===== src/rtl/lpwp_pkg.sv =====
// Shared constants and types for the lidar ping to world point block.
package lpwp_pkg;

  // Configuration register indexes
  localparam logic [2:0] REG_RANGE_LIMIT = 3'd0;
  localparam logic [2:0] REG_START_ANGLE = 3'd1;
  localparam logic [2:0] REG_ANGLE_STEP  = 3'd2;
  localparam logic [2:0] REG_ROT_COL_X   = 3'd3;
  localparam logic [2:0] REG_ROT_COL_Y   = 3'd4;
  localparam logic [2:0] REG_TRANSLATION = 3'd5;

  // Reset values
  localparam logic [15:0] RST_RANGE_LIMIT = 16'd5000;
  localparam logic [15:0] RST_START_ANGLE = 16'd49152;
  localparam logic [15:0] RST_ANGLE_STEP  = 16'd182;
  localparam logic [47:0] RST_ROT_COL_X   = 48'd16384;
  localparam logic [47:0] RST_ROT_COL_Y   = 48'd1073741824;
  localparam logic [47:0] RST_TRANSLATION = 48'd0;

  // Quarter-wave sine polynomial, Q24 coefficients
  localparam logic [24:0] SIN_C1 = 25'd26353589;
  localparam logic [24:0] SIN_C3 = 25'd10837479;
  localparam logic [24:0] SIN_C5 = 25'd1337020;
  localparam logic [24:0] SIN_C7 = 25'd78547;
  localparam logic [24:0] SIN_C9 = 25'd2692;

  localparam logic [14:0] QUARTER_TURN = 15'd16384;

  localparam logic signed [19:0] SAT_HI = 20'sd524287;
  localparam logic signed [19:0] SAT_LO = -20'sd524288;

  // Data moved from one Horner cell to the next
  typedef struct packed {
    logic        vld;
    logic        lane;  // 0: sine term, 1: cosine term
    logic [14:0] u;
    logic [28:0] u2;
    logic [24:0] t;
  } lpwp_cell_t;

endpackage


===== src/rtl/lpwp_horner_cell.sv =====
// One Horner step of the sine polynomial: t_out = COEF - (t * u^2 >> 28).
module lpwp_horner_cell import lpwp_pkg::*; #(
  parameter logic [24:0] COEF = SIN_C7
) (
  input  logic       clk,
  input  logic       rst,
  input  lpwp_cell_t din,
  output lpwp_cell_t dout
);

  logic [53:0] prod;

  assign prod = {29'd0, din.t} * {25'd0, din.u2};

  always_ff @(posedge clk) begin
    if (rst) begin
      dout.vld <= 1'b0;
    end else begin
      dout.vld <= din.vld;
    end
    dout.lane <= din.lane;
    dout.u    <= din.u;
    dout.u2   <= din.u2;
    dout.t    <= COEF - prod[52:28];
  end

endmodule


===== config.mk =====
export PLATFORM = sky130hd
export DESIGN_NAME = lpwp_horner_cell
export DESIGN_NICKNAME = d
export VERILOG_FILES = /design/src/rtl/lpwp_pkg.sv /design/src/rtl/lpwp_horner_cell.sv
export SDC_FILE = /design/constraint.sdc
export NUM_CORES = 2
export LEC_CHECK = 0
export BUFFER_PORTS_ARGS = -buffer_cell sky130_fd_sc_hd__buf_2
export CORE_MARGIN = 4
export CORE_UTILIZATION = 65
export CTS_BUF_LIST = sky130_fd_sc_hd__clkbuf_8
export DETAILED_ROUTE_END_ITERATION = 16
export PLACE_DENSITY = 0.84
export SLEW_MARGIN = 20
export SYNTH_ARGS = -nofsm -noshare
export SYNTH_HDL_FRONTEND = slang
export SYNTH_SLANG_ARGS = --single-unit

===== constraint.sdc =====
create_clock -name clk -period 12.91 [get_ports clk]
set_input_delay 2.582 -clock clk [delete_from_list [all_inputs] [get_ports clk]]
set_output_delay 2.582 -clock clk [all_outputs]
set_load 0.02 [all_outputs]

# [Yosys cells after proc, flatten, opt, wreduce, memory -nomap -nowiden]
# Index checks and enable logic that the tools add are counted.
[classes] n_addsub=1 mul=1
[op_table] op="25-bit by 29-bit multiplier with 53-bit output" n=1
[op_table] op="17-bit by 25-bit subtractor with 25-bit output, first input constant" n=1
[word_totals] regBits=71

# [Longest topological paths before layout]
[depth] ltp_word=2 ltp_mapped=31 mapped_depth_nobuf=30

# [Worst setup path after synthesis]
# No wires, ideal clock.
[synth_path] path_kind="input to register" start="input port din[4] (netlist bit)" end="register dout[24] (netlist bit)" setup_ns=0.132 arrival_time_ns=10.116 path_stages=30 setup_slack_ns=2.662 t_required_ns=12.778 path_cell_list="clkbuf_1 > clkbuf_1 > nand2_1 > fa_1 > inv_1 > fa_1 > inv_1 > fa_1 > fa_1 > fa_1 > inv_1 > fa_1 > inv_1 > fa_1 > inv_1 > ha_1 > and2_1 > a221o_1 > a22o_1 > a211o_1 > o21ai_2 > xor2_1 > ha_1 > nor3_1 > o211ai_1 > o21bai_4 > a22o_4 > and2_1 > a2111oi_1 > nand4_1"
[synth_via] elab_chain_cells=2
[synth_rtl] item="start, declared" line="lpwp_horner_cell.sv:7" source="input lpwp_cell_t din,"
[synth_rtl] item="25-bit by 29-bit multiplier with 53-bit output" line="lpwp_horner_cell.sv:13" source="assign prod = {29'd0, din.t} * {25'd0, din.u2};"
[synth_rtl] item="17-bit by 25-bit subtractor with 25-bit output" line="lpwp_horner_cell.sv:24" source="dout.t <= COEF - prod[52:28];"
[synth_rtl] item="end, declared" line="lpwp_horner_cell.sv:8" source="output lpwp_cell_t dout"
# Every way passes these cells.
# A chain may end at the register's enable or synchronous reset.

# [Final worst setup path]
[layout_path] start="input port din[10] (netlist bit)" end="register dout[24] (netlist bit)"
# The elaborated chain is that of the path after synthesis.

==> tab_implementation.tex <==
\begin{tabular}{lr}
\hline
Metric & Value \\
\hline
\multicolumn{2}{l}{\textbf{Finish}} \\
\quad Diodes inserted & 0 \\
\quad Synth-to-layout area growth & 4.05\% \\
\quad Area of all placed cells without fillers & 26300 um2 \\
\quad Number of nets at the end of the flow & 3708 \\
\quad Largest register FFs & 71 \\
\quad Fraction of layout instances using a drive strength above 1 & 6.40\% \\
\quad Registers with the most flip-flops & dout: 71 flops \\
\quad Largest register by flop count & dout \\
\multicolumn{2}{l}{\textbf{Global route}} \\
\quad Total global routing track utilization & 33.3\% \\
\quad Gr ovfl total & 0 \\
\quad Largest net degree at the start of global routing & 30 \\
\quad Initial antenna violation count & 0 \\
\quad Number of global-route vias before repair & 21.5k \\
\quad Wire length of the first global-routing pass & 109000 um \\
\multicolumn{2}{l}{\textbf{STA}} \\
\quad Final worst slack & 2170 ps \\
\quad Final hold violation count & 0 \\
\quad Headroom to the max-slew limit & 46.6\% \\
\quad Worst-Margin Slew & 797 ps \\
\quad Aggregate negative setup slack & 0 ps \\
\quad Slew Viols, Final & 0 \\
\quad Post-route clock period utilization & 83.2\% \\
\quad Maximum clock frequency & 0.0931 GHz \\
\quad Final critical delay including setup and external delays & 10740 ps \\
\quad RSZ-0062 raised after global routing & false \\
\quad Final setup vio count & 0 \\
\multicolumn{2}{l}{\textbf{Clocking}} \\
\quad Buffers inserted by post-CTS timing repair & 0 \\
\quad Number of H-tree levels & 3 \\
\quad Post-CTS Hold Buffers & 0 \\
\quad Clock buffer depth & 2 \\
\quad TritonCTS clock tree & done \\
\quad Clk sink count & 71 \\
\quad Cell chosen for the clock root & sky130\_fd\_sc\_hd\_\_clkbuf\_8 \\
\quad Clock slew at reported path FFs & 90 ps \\
\quad Post-CTS Resized & 0 \\
\quad CTS Buf Count & 9 \\
\multicolumn{2}{l}{\textbf{Routing}} \\
\quad Detailed Route WL & 65900 um \\
\quad Number of optimization iterations in the first detailed-route pass & 6 \\
\quad Via density & 5.81 \\
\quad Number of remaining DRC errors & 0 \\
\quad Average wire length per cell after detail routing & 19.6 um \\
\quad Number of vias in the routed layout & 19.5k \\
\quad Number of routed nets with antenna violations & 0 \\
\quad Violation count after the first detailed-routing iteration & 1416 \\
\multicolumn{2}{l}{\textbf{Synth}} \\
\quad Count of yosys warnings during synthesis & 0 \\
\quad Share of synthesized flip-flops with an asynchronous set or reset & 0\% \\
\quad EDFF count, synth & 0 \\
\quad Dominant cell type by area after synthesis & sky130\_fd\_sc\_hd\_\_fa\_1 \\
\quad Post-synthesis average cell area & 8.94 um2 \\
\quad Proportion of synthesized chip area in sequential cells & 5.63\% \\
\quad Post-synthesis cell type count & 70 \\
\quad Synthesized netlist cell count & 2827 \\
\quad Number of synthesized register bits & 71 \\
\quad Post-Syn Area & 25300 um2 \\
\quad Post-synth net total & 3698 \\
\quad Synth Flop Type & sky130\_fd\_sc\_hd\_\_dfxtp\_1 \\
\quad Largest cells by area after synthesis & sky130\_fd\_sc\_hd\_\_fa\_1 (49\%), sky130\_fd\_sc\_hd\_\_inv\_1 (10\%), sky130\_fd\_sc\_hd\_\_ha\_1 (9.0\%) \\
\quad Area share of the leading cell type in the synthesized netlist & 48.8\% \\
\multicolumn{2}{l}{\textbf{Setup path}} \\
\quad Critical Path Max Stage Delay & 610 ps \\
\quad Critical path's slowest cell & sky130\_fd\_sc\_hd\_\_xnor2\_1 \\
\quad Type of the worst setup path & in2reg \\
\quad Data required time at the worst endpoint & 13210 ps \\
\quad Data arrival time of the critical path & 11040 ps \\
\quad Kind of start point of the critical path & input pin \\
\quad Critical Path Most Common Cell & sky130\_fd\_sc\_hd\_\_fa\_1 \\
\quad Capturing element type of the critical path & flop \\
\quad CP Max Fanout & 29 \\
\multicolumn{2}{l}{\textbf{Die}} \\
\quad Row cnt & 71 \\
\quad Ports & 144 \\
\quad Starting Density & 66.4\% \\
\quad Vertical die dimension & 205 um \\
\quad Core Region & 38000 um2 \\
\quad Horizontal die dimension & 205 um \\
\quad Die area & 42100 um2 \\
\multicolumn{2}{l}{\textbf{Job}} \\
\quad Reported max-cap violation count & 0 \\
\multicolumn{2}{l}{\textbf{Placed design}} \\
\quad Pre-CTS WS & 1840 ps \\
\quad HPWL after detailed placement & 51200 um \\
\quad Area of placed instances & 26100 um2 \\
\quad I/O Buffers & 143 \\
\quad Gpl congestion & 0.943 \\
\multicolumn{2}{l}{\textbf{Status}} \\
\quad Status & finished, final reports clean \\
\multicolumn{2}{l}{\textbf{Worst hold path}} \\
\quad Worst min path class & in2reg \\
\hline
\end{tabular}
[critical path: cells and delay by family]
kind                       cells  cell delay [ps]
and+or+nand+nor                5              710
xor gates and xnor gates       1              610
buffers and inverters          4              770
adders and majority gates      9             4290
AOI/OAI and AO/OA              9             2040
[through the flow]
stage	hold WS (ps)	util, %	std cells
after CTS	2220	69.1	3353
after detailed placement	2690	68.6	3337
after global placement	2680	68.6	3337
after floorplan	2610	-	2827
after global routing	2230	69.1	3353
final	2250	69.1	3353
[layout by cell type, fill, tap and decap left out, drive strengths merged, types with 4 or more instances in the layout]
| cell type | n |
|---|---|
| inv | 684 |
| fa | 616 |
| nand2 | 444 |
| and2 | 333 |
| ha | 182 |
| buf | 144 |
| dfxtp | 71 |
| a21oi | 44 |
| nor2 | 37 |
| o21ai | 36 |
| xnor2 | 28 |
| nand3 | 27 |
| a21o | 23 |
| nor3 | 15 |
| xor2 | 14 |
| nand4 | 13 |
| a211oi | 13 |
| o21bai | 11 |
| clkbuf | 9 |
| a31oi | 8 |
| and3 | 8 |
| nor4 | 7 |
| o211ai | 6 |
| nor2b | 6 |
| or2 | 5 |
| o21a | 4 |
| a211o | 4 |
| or3 | 4 |
[path summary, 6_finish.rpt]
check / start / to / cells past startpoint
hold / removal: din[57] / dout[57] / 1
setup / recovery: din[10] / dout[24] / 28
[kinds of logic after synthesis]
group / share of synthesized area [%]
buf+inv: 12.3
simple gates: 17.6
xor+xnor: 1.49
flops: 5.63
fa+ha+maj: 57.8
mux: 0.213
compound gates: 4.98
[metal layers]
metal	wire (um)	global-route usage [%]	share of wire [%]
met1	23500	41.6	36
met2	32100	55.5	49
met3	6420	7.01	9.8
met4	3820	16.3	5.8
met5	0	0	0
[cell type report]
| class | instances | area (um2) |
|---|---|---|
| Multi-Input combinational cell | 1931 | 20700 |
| Fill cell | 2981 | 11700 |
| Inverter | 680 | 2550 |
| Sequential cell | 71 | 1420 |
| Timing Repair Buffer | 144 | 723 |
| Tap cell | 511 | 639 |
| Clock buffer | 9 | 124 |
| Clock inverter | 7 | 86.3 |
[Yosys cell counts (6+ instances only)]
cell	number
sky130_fd_sc_hd__nand3_1	27
sky130_fd_sc_hd__o21ai_0	25
sky130_fd_sc_hd__nor2b_1	6
sky130_fd_sc_hd__ha_1	182
sky130_fd_sc_hd__xnor2_1	28
sky130_fd_sc_hd__nor2_1	36
sky130_fd_sc_hd__xor2_1	13
sky130_fd_sc_hd__dfxtp_1	71
sky130_fd_sc_hd__nor4_1	7
sky130_fd_sc_hd__fa_1	616
sky130_fd_sc_hd__nor3_1	15
sky130_fd_sc_hd__clkbuf_1	140
sky130_fd_sc_hd__inv_1	680
sky130_fd_sc_hd__a21o_1	23
sky130_fd_sc_hd__o21ai_1	9
sky130_fd_sc_hd__o211ai_1	6
sky130_fd_sc_hd__nand2_1	444
sky130_fd_sc_hd__o21bai_1	9
sky130_fd_sc_hd__a211oi_1	10
sky130_fd_sc_hd__nand4_1	13
sky130_fd_sc_hd__and3_1	8
sky130_fd_sc_hd__a31oi_1	8
sky130_fd_sc_hd__a21oi_1	43
sky130_fd_sc_hd__and2_1	333
Power is left out: the tool's default activity adds up to more than one toggle a clock period on the data nets, which glitch-free logic cannot reach.
